`src/rtl/efr_pkg.sv`:
```
`default_nettype none

package efr_pkg;

    // Configuration register indexes
    localparam logic [2:0] CFG_RU_MAC    = 3'd0;
    localparam logic [2:0] CFG_DU_MAC    = 3'd1;
    localparam logic [2:0] CFG_OWN_MAC   = 3'd2;
    localparam logic [2:0] CFG_DU_VLAN   = 3'd3;
    localparam logic [2:0] CFG_RU_VLAN   = 3'd4;
    localparam logic [2:0] CFG_PORT_MASK = 3'd5;

    // Ethertypes of interest
    localparam logic [15:0] TPID_8021Q    = 16'h8100;
    localparam logic [15:0] LOOPBACK_TYPE = 16'hAEFE;

    // Byte positions in the frame
    localparam logic [4:0] POS_SRC_MAC     = 5'd6;
    localparam logic [4:0] POS_TYPE_HI     = 5'd12;
    localparam logic [4:0] POS_TYPE_LO     = 5'd13;
    localparam logic [4:0] POS_TCI_HI      = 5'd14;
    localparam logic [4:0] POS_TCI_LO      = 5'd15;
    localparam logic [4:0] POS_PORT_UNTAG  = 5'd19;
    localparam logic [4:0] POS_PORT_TAG    = 5'd23;
    localparam logic [4:0] POS_END_UNTAG   = 5'd21;
    localparam logic [4:0] POS_END_TAG     = 5'd25;
    localparam logic [4:0] POS_MAX         = 5'd31;

    typedef struct packed {
        logic [47:0] ru_mac;
        logic [47:0] du_mac;
        logic [47:0] own_mac;
        logic [11:0] du_vlan_id;
        logic [11:0] ru_vlan_id;
        logic [15:0] port_mask;
    } cfg_t;

    typedef struct packed {
        logic [7:0] out_byte;
        logic       out_last;
        logic       forward;
    } result_t;

    // Octet k of a MAC address, octet 0 first on the wire
    function automatic logic [7:0] mac_octet(input logic [47:0] mac, input logic [2:0] k);
        logic [7:0] oct;
        case (k)
            3'd0:    oct = mac[47:40];
            3'd1:    oct = mac[39:32];
            3'd2:    oct = mac[31:24];
            3'd3:    oct = mac[23:16];
            3'd4:    oct = mac[15:8];
            3'd5:    oct = mac[7:0];
            default: oct = 8'h00;
        endcase
        return oct;
    endfunction

endpackage

`default_nettype wire

```
`src/rtl/ecpri_fronthaul_frame_filter_rewriter.sv`:
```
// eCPRI fronthaul frame filter and rewriter. Frame bytes enter one per request and leave one
// per request, through the input register and then the result register; a new byte is
// taken every cycle while the output is not stalled, set by one input register and one result
// register around a single pass of compare and mux logic. Destination and source MACs are
// replaced by du_mac and own_mac, the VLAN ID of a tagged frame by du_vlan_id with its
// priority bits kept. The forward bit comes on the byte marked last (0 on all others);
// bytes of dropped frames are still delivered, rewritten. Write configuration (cfg_ready is
// always high) only while no bytes are in flight.
`default_nettype none

module ecpri_fronthaul_frame_filter_rewriter (
    input  wire logic        clk,
    input  wire logic        rst_n,
    input  wire logic        in_valid,
    output logic             in_stall,
    input  wire logic [7:0]  data_byte,
    input  wire logic        last_byte,
    output logic             out_valid,
    input  wire logic        out_stall,
    output logic [7:0]       out_byte,
    output logic             out_last,
    output logic             forward,
    input  wire logic        cfg_valid,
    output logic             cfg_ready,
    input  wire logic [2:0]  cfg_index,
    input  wire logic [47:0] cfg_data
);

    efr_pkg::cfg_t    cfg;
    efr_pkg::result_t result;
    efr_pkg::result_t res_reg;

    logic       in_vld_reg;
    logic [7:0] in_byte_reg;
    logic       in_last_reg;
    logic       out_vld_reg;
    logic       out_free;
    logic       in_free;
    logic       advance;

    assign cfg_ready = 1'b1;

    efr_cfg_regs u_cfg (
        .clk       (clk),
        .rst_n     (rst_n),
        .cfg_valid (cfg_valid),
        .cfg_index (cfg_index),
        .cfg_data  (cfg_data),
        .cfg       (cfg)
    );

    // Hold a result until taken; the input stage moves when the result stage frees
    assign out_free = !out_vld_reg || !out_stall;
    assign advance  = in_vld_reg && out_free;
    assign in_free  = !in_vld_reg || out_free;
    assign in_stall = !in_free;

    efr_parser u_parser (
        .clk     (clk),
        .rst_n   (rst_n),
        .cfg     (cfg),
        .advance (advance),
        .byte_in (in_byte_reg),
        .last_in (in_last_reg),
        .result  (result)
    );

    // Input register
    always_ff @(posedge clk or negedge rst_n)
    begin
        if (!rst_n)
        begin
            in_vld_reg <= 1'b0;
        end
        else if (in_free)
        begin
            in_vld_reg <= in_valid;
        end
    end

    always_ff @(posedge clk)
    begin
        if (in_free && in_valid)
        begin
            in_byte_reg <= data_byte;
            in_last_reg <= last_byte;
        end
    end

    // Result register
    always_ff @(posedge clk or negedge rst_n)
    begin
        if (!rst_n)
        begin
            out_vld_reg <= 1'b0;
        end
        else if (out_free)
        begin
            out_vld_reg <= in_vld_reg;
        end
    end

    always_ff @(posedge clk)
    begin
        if (advance)
        begin
            res_reg <= result;
        end
    end

    assign out_valid = out_vld_reg;
    assign out_byte  = res_reg.out_byte;
    assign out_last  = res_reg.out_last;
    assign forward   = res_reg.forward;

endmodule

`default_nettype wire

```
`src/rtl/efr_cfg_regs.sv`:
```
`default_nettype none

module efr_cfg_regs (
    input  wire logic          clk,
    input  wire logic          rst_n,
    input  wire logic          cfg_valid,
    input  wire logic [2:0]    cfg_index,
    input  wire logic [47:0]   cfg_data,
    output efr_pkg::cfg_t      cfg
);

    efr_pkg::cfg_t cfg_reg;
    efr_pkg::cfg_t cfg_next;

    // Decode the write request; unknown indexes are ignored
    always_comb
    begin
        cfg_next = cfg_reg;
        if (cfg_valid)
        begin
            case (cfg_index)
                efr_pkg::CFG_RU_MAC:    cfg_next.ru_mac     = cfg_data;
                efr_pkg::CFG_DU_MAC:    cfg_next.du_mac     = cfg_data;
                efr_pkg::CFG_OWN_MAC:   cfg_next.own_mac    = cfg_data;
                efr_pkg::CFG_DU_VLAN:   cfg_next.du_vlan_id = cfg_data[11:0];
                efr_pkg::CFG_RU_VLAN:   cfg_next.ru_vlan_id = cfg_data[11:0];
                efr_pkg::CFG_PORT_MASK: cfg_next.port_mask  = cfg_data[15:0];
                default:                cfg_next = cfg_reg;
            endcase
        end
    end

    always_ff @(posedge clk or negedge rst_n)
    begin
        if (!rst_n)
        begin
            cfg_reg <= '0;
        end
        else
        begin
            cfg_reg <= cfg_next;
        end
    end

    assign cfg = cfg_reg;

endmodule

`default_nettype wire

```
`src/rtl/efr_parser.sv`:
```
`default_nettype none

module efr_parser (
    input  wire logic          clk,
    input  wire logic          rst_n,
    input  wire efr_pkg::cfg_t cfg,
    input  wire logic          advance,
    input  wire logic [7:0]    byte_in,
    input  wire logic          last_in,
    output efr_pkg::result_t   result
);

    logic [4:0] pos_reg,      pos_next;
    logic       tagged_reg,   tagged_next;
    logic [7:0] type_hi_reg,  type_hi_next;
    logic [3:0] vid_hi_reg,   vid_hi_next;
    logic       vid_ok_reg,   vid_ok_next;
    logic       src_ok_reg,   src_ok_next;
    logic       port_sel_reg, port_sel_next;
    logic       hdr_done_reg, hdr_done_next;

    logic [7:0]  ob;
    logic [2:0]  src_k;
    logic [15:0] ethertype;
    logic [11:0] vid;
    logic [4:0]  port_pos;
    logic [4:0]  end_pos;
    logic        fwd;

    assign src_k     = 3'(pos_reg - efr_pkg::POS_SRC_MAC);
    assign ethertype = {type_hi_reg, byte_in};
    assign vid       = {vid_hi_reg, byte_in};

    // Rewrite the byte and update the header checks
    always_comb
    begin
        ob            = byte_in;
        tagged_next   = tagged_reg;
        type_hi_next  = type_hi_reg;
        vid_hi_next   = vid_hi_reg;
        vid_ok_next   = vid_ok_reg;
        src_ok_next   = src_ok_reg;
        port_sel_next = port_sel_reg;
        hdr_done_next = hdr_done_reg;

        if (pos_reg inside {[5'd0:5'd5]})
        begin
            ob = efr_pkg::mac_octet(cfg.du_mac, pos_reg[2:0]);
        end
        else if (pos_reg inside {[5'd6:5'd11]})
        begin
            if (byte_in != efr_pkg::mac_octet(cfg.ru_mac, src_k))
            begin
                src_ok_next = 1'b0;
            end
            ob = efr_pkg::mac_octet(cfg.own_mac, src_k);
        end
        else if (pos_reg == efr_pkg::POS_TYPE_HI)
        begin
            type_hi_next = byte_in;
        end
        else if (pos_reg == efr_pkg::POS_TYPE_LO)
        begin
            if (ethertype == efr_pkg::TPID_8021Q)
            begin
                tagged_next = 1'b1;
            end
            else if (ethertype == efr_pkg::LOOPBACK_TYPE)
            begin
                vid_ok_next = 1'b0;
            end
        end
        else if (tagged_reg && pos_reg == efr_pkg::POS_TCI_HI)
        begin
            vid_hi_next = byte_in[3:0];
            ob          = {byte_in[7:4], cfg.du_vlan_id[11:8]};
        end
        else if (tagged_reg && pos_reg == efr_pkg::POS_TCI_LO)
        begin
            if (vid != cfg.du_vlan_id && vid != cfg.ru_vlan_id)
            begin
                vid_ok_next = 1'b0;
            end
            ob = cfg.du_vlan_id[7:0];
        end

        // Locate the eCPRI port ID and the end of the header
        port_pos = tagged_next ? efr_pkg::POS_PORT_TAG : efr_pkg::POS_PORT_UNTAG;
        end_pos  = tagged_next ? efr_pkg::POS_END_TAG  : efr_pkg::POS_END_UNTAG;
        if (pos_reg == port_pos)
        begin
            port_sel_next = cfg.port_mask[byte_in[3:0]];
        end
        if (pos_reg == end_pos)
        begin
            hdr_done_next = 1'b1;
        end

        fwd = last_in && hdr_done_next && vid_ok_next && src_ok_next && port_sel_next;

        // Advance the position (holding at POS_MAX), or return to the start of a frame
        if (last_in)
        begin
            pos_next      = '0;
            tagged_next   = 1'b0;
            type_hi_next  = '0;
            vid_hi_next   = '0;
            vid_ok_next   = 1'b1;
            src_ok_next   = 1'b1;
            port_sel_next = 1'b0;
            hdr_done_next = 1'b0;
        end
        else if (pos_reg != efr_pkg::POS_MAX)
        begin
            pos_next = pos_reg + 5'd1;
        end
        else
        begin
            pos_next = pos_reg;
        end
    end

    always_ff @(posedge clk or negedge rst_n)
    begin
        if (!rst_n)
        begin
            pos_reg      <= '0;
            tagged_reg   <= 1'b0;
            type_hi_reg  <= '0;
            vid_hi_reg   <= '0;
            vid_ok_reg   <= 1'b1;
            src_ok_reg   <= 1'b1;
            port_sel_reg <= 1'b0;
            hdr_done_reg <= 1'b0;
        end
        else if (advance)
        begin
            pos_reg      <= pos_next;
            tagged_reg   <= tagged_next;
            type_hi_reg  <= type_hi_next;
            vid_hi_reg   <= vid_hi_next;
            vid_ok_reg   <= vid_ok_next;
            src_ok_reg   <= src_ok_next;
            port_sel_reg <= port_sel_next;
            hdr_done_reg <= hdr_done_next;
        end
    end

    assign result.out_byte = ob;
    assign result.out_last = last_in;
    assign result.forward  = fwd;

endmodule

`default_nettype wire

```
`config.mk`:
```
export PLATFORM = sky130hd
export DESIGN_NAME = ecpri_fronthaul_frame_filter_rewriter
export DESIGN_NICKNAME = d
export VERILOG_FILES = /design/src/rtl/efr_pkg.sv /design/src/rtl/ecpri_fronthaul_frame_filter_rewriter.sv /design/src/rtl/efr_cfg_regs.sv /design/src/rtl/efr_parser.sv
export SDC_FILE = /design/constraint.sdc
export NUM_CORES = 1
export LEC_CHECK = 0
export ABC_CLOCK_PERIOD_IN_PS = 6040
export BUFFER_PORTS_ARGS = -buffer_cell sky130_fd_sc_hd__clkbuf_2
export CAP_MARGIN = 20
export CORE_MARGIN = 4
export CORE_UTILIZATION = 60
export CTS_CLUSTER_SIZE = 12
export DETAILED_ROUTE_END_ITERATION = 16
export GPL_ROUTABILITY_DRIVEN = 0
export PLACE_DENSITY = 0.79
export SLEW_MARGIN = 20
export SYNTH_ARGS = -nofsm -noshare
export SYNTH_HDL_FRONTEND = slang
export SYNTH_SLANG_ARGS = --single-unit
export TNS_END_PERCENT = 20
```
`constraint.sdc`:
```
create_clock -name clk -period 6.04 [get_ports clk]
set_clock_uncertainty 0.15 [all_clocks]
set_input_delay 0.604 -clock clk [delete_from_list [all_inputs] [get_ports clk]]
set_output_delay 0.604 -clock clk [all_outputs]
set_load 0.02 [all_outputs]
```
==> metrics.md <==
| Metric | Value |
|---|---|
| Worst Hold Class | `in -> async` |
| Main synth FF type | `dfrtp_1` |
| Pwr Total | `between 4 and 5 mW` |
| # diodes | `0` |
| Status | `complete, but fails checks` |
| Synth area leaders | `dfrtp_1, mux2_2, edfxtp_1` |
| Final Slew Violations | `0` |
| Unrepaired setup endpoints after global routing | `no` |
| Largest net degree at the start of global routing | `87` |
| VDD IR max | `0.254 mV` |
| Async set or reset register ratio after synthesis | `0.916` |
| Clk slew on worst S/H paths | `0.06 ns` |
| TritonRoute pass-1 iters | `5` |
| CP Launch Type | `flip-flop` |
| Fmax | `around 280 MHz` |
| Post-synth EDFFs | `19` |
| Post-cts hold buffer count | `0` |
| Setup_tns | `0 ns` |
| Final hold violation count | `8` |
| Share of layout cells above drive strength 1 | `0.402` |
| Synth top cells by count | `dfrtp_1, mux2_2, clkbuf_1` |
| Place WS | `about 2.5 ns` |
| Dpl hpwl | `18500 um` |
| Fin Hold WS | `-0.00599 ns` |
| Final ANT Viol Nets | `0` |
| First-pass GRT wire length | `43100 um` |
| Syn_area_per_cell | `13.4 um2` |
| CP Data Required Time | `6.24 ns` |
| Failing checks | `negative hold slack` |
| Clock latency on the worst-skew pair | `~0.53 ns` |
| Syn. warnings | `0` |
| Max FFs per register | `184` |
| Synth Register Bits | `227` |
| Crit Path Class | `reg -> reg` |
| Die height | `around 140 um` |
| Routed wire length | `between 20000 and 30000 um` |
| Vias in the first global route | `7497` |
| # setup viols final | `0` |
| Synthesized area | `between 10000 and 15000 um2` |
| Buffers on Ports | `between 70 and 80` |
| Placed cell count | `1046` |
| Vias | `7254` |
| Total CTS buffers | `24` |
| CTS tree | `yes` |
| Post-cts resize count | `0` |
| Clock Tree Buf Depth | `3` |
| H-tree levels | `1` |
| Cells after Synth | `~790` |
| Final setup margin | `2.45 ns` |
| Initial antenna violation count | `0` |
| Distinct cells, synth | `59` |
| Grt ovf | `0` |
| Final core occ | `0.687` |
| Post-route DRC | `0` |
| Root Buffer Master | `clkbuf_16` |
| Core Rows | `48` |
| Slew margin rel. | `0.388` |
| Synth-to-Final Area Change | `12.4%` |
| Critical path capture point type | `flip-flop` |
| Mapped Nets | `just under 900` |
| Finished Layout Cells | `1084` |
| PD cells | `400 nW/um2` |
| Avg Vias per Cell | `6.69` |
| Area of the die | `19800 um2` |
| Fin nets | `~900` |
| IO Count | `78` |
| CP arrival | `3.79 ns` |
| Final Cycle Share | `0.595` |
| 1st-iter DRT viols | `700` |
| Pleak | `5.03 nW` |
| Crit path max fanout | `36` |
| Seq/Total Area, Yosys | `0.546` |
| Gr usage total | `0.277` |
| Setup Buffers After CTS | `0` |
| Total of max-cap violations | `0` |
| Post-layout instance area | `11900 um2` |
| Tightest Pin Transition | `0.916 ns` |
| Core Area | `17300 um2` |
| Post-DR wirelength/cell | `24.9 um` |
| Share of the synthesized area in the top cell type | `0.487` |
| Starting Density | `0.611` |
| CTS Sinks | `227` |
| DP Area | `11100 um2` |
| Cell taking the most area after synthesis | `dfrtp_1` |
| Tmin final | `3.59 ns` |
| Die W | `141 um` |
-- worst max-delay path, cell delays in order (launching register included) --
cell      delay (ns)
dfrtp_1         0.47
inv_1           0.14
ha_1            0.47
buf_4           0.46
mux2_4          0.34
a222oi_1        0.54
xnor2_1         0.17
nor4_2          0.29
a21oi_1         0.14
nor4_2          0.26
-- worst paths after layout --
kind | startpoint | end | slack, ns | cells past startpoint
max | u_parser.pos_reg[1] | forward | 2.45 | 9
min | rst_n | out_valid | -0.006 | 1
max reg2reg | u_parser.pos_reg[1] | forward | 2.45 | 9
min reg2reg | u_parser.vid_ok_reg | u_parser.vid_ok_reg | 0.35 | 2
max in group asynchronous | rst_n | u_cfg.cfg[112] | 4.45 | 2
min in group clk | data_byte[7] | in_byte_reg[7] | 0.10 | 1
-- final cells by class --
type / count / area (um2)
Multi-Input combinational cell: 498 / 4540
Sequential cell: 227 / 5780
Tap cell: 225 / 282
Fill cell: 1194 / 5420
Inverter: 9 / 33.8
Timing Repair Buffer: 87 / 472
Clock buffer: 35 / 723
Clock inverter: 3 / 51.3
-- cells by family (layout without fill, tap and decap cells) --
group	after synthesis	after routing	synth area share
AOI/OAI and AO/OA	134	134	0.0942
xor gates and xnor gates	33	33	0.0273
adders and majority gates	10	10	0.0118
buffers and inverters	66	134	0.0260
DFF	227	227	0.546
muxes	224	224	0.244
other	1	1	0.000355
and+or+nand+nor	96	96	0.0495
-- cells in the final DEF (no fill, tap or decap), drive strengths merged, types with 10 or more instances in the layout --
master / count
a21oi: 19
a222oi: 18
a22oi: 24
buf: 11
clkbuf: 111
dfrtp: 206
edfxtp: 19
ha: 10
mux2: 212
nand2: 22
nor2: 19
nor3: 10
o21ai: 17
o22ai: 11
xnor2: 22
xor2: 11
-- routing by layer --
layer,up-vias,global-route usage,wire length [um]
li1,3086,-,-
met1,3725,0.391,11100
met2,367,0.448,13000
met3,76,0.0458,2000
met4,0,0.0841,920
met5,-,0,0
-- report_power, final --
part | switching, mW | total (mW) | internal (mW)
combinational | 0.601 | 1.17 | 0.571
clock | 0.577 | 1.44 | 0.865
sequential | 0.253 | 2.14 | 1.89
No activity file was read; power rests on OpenSTA's default activity.
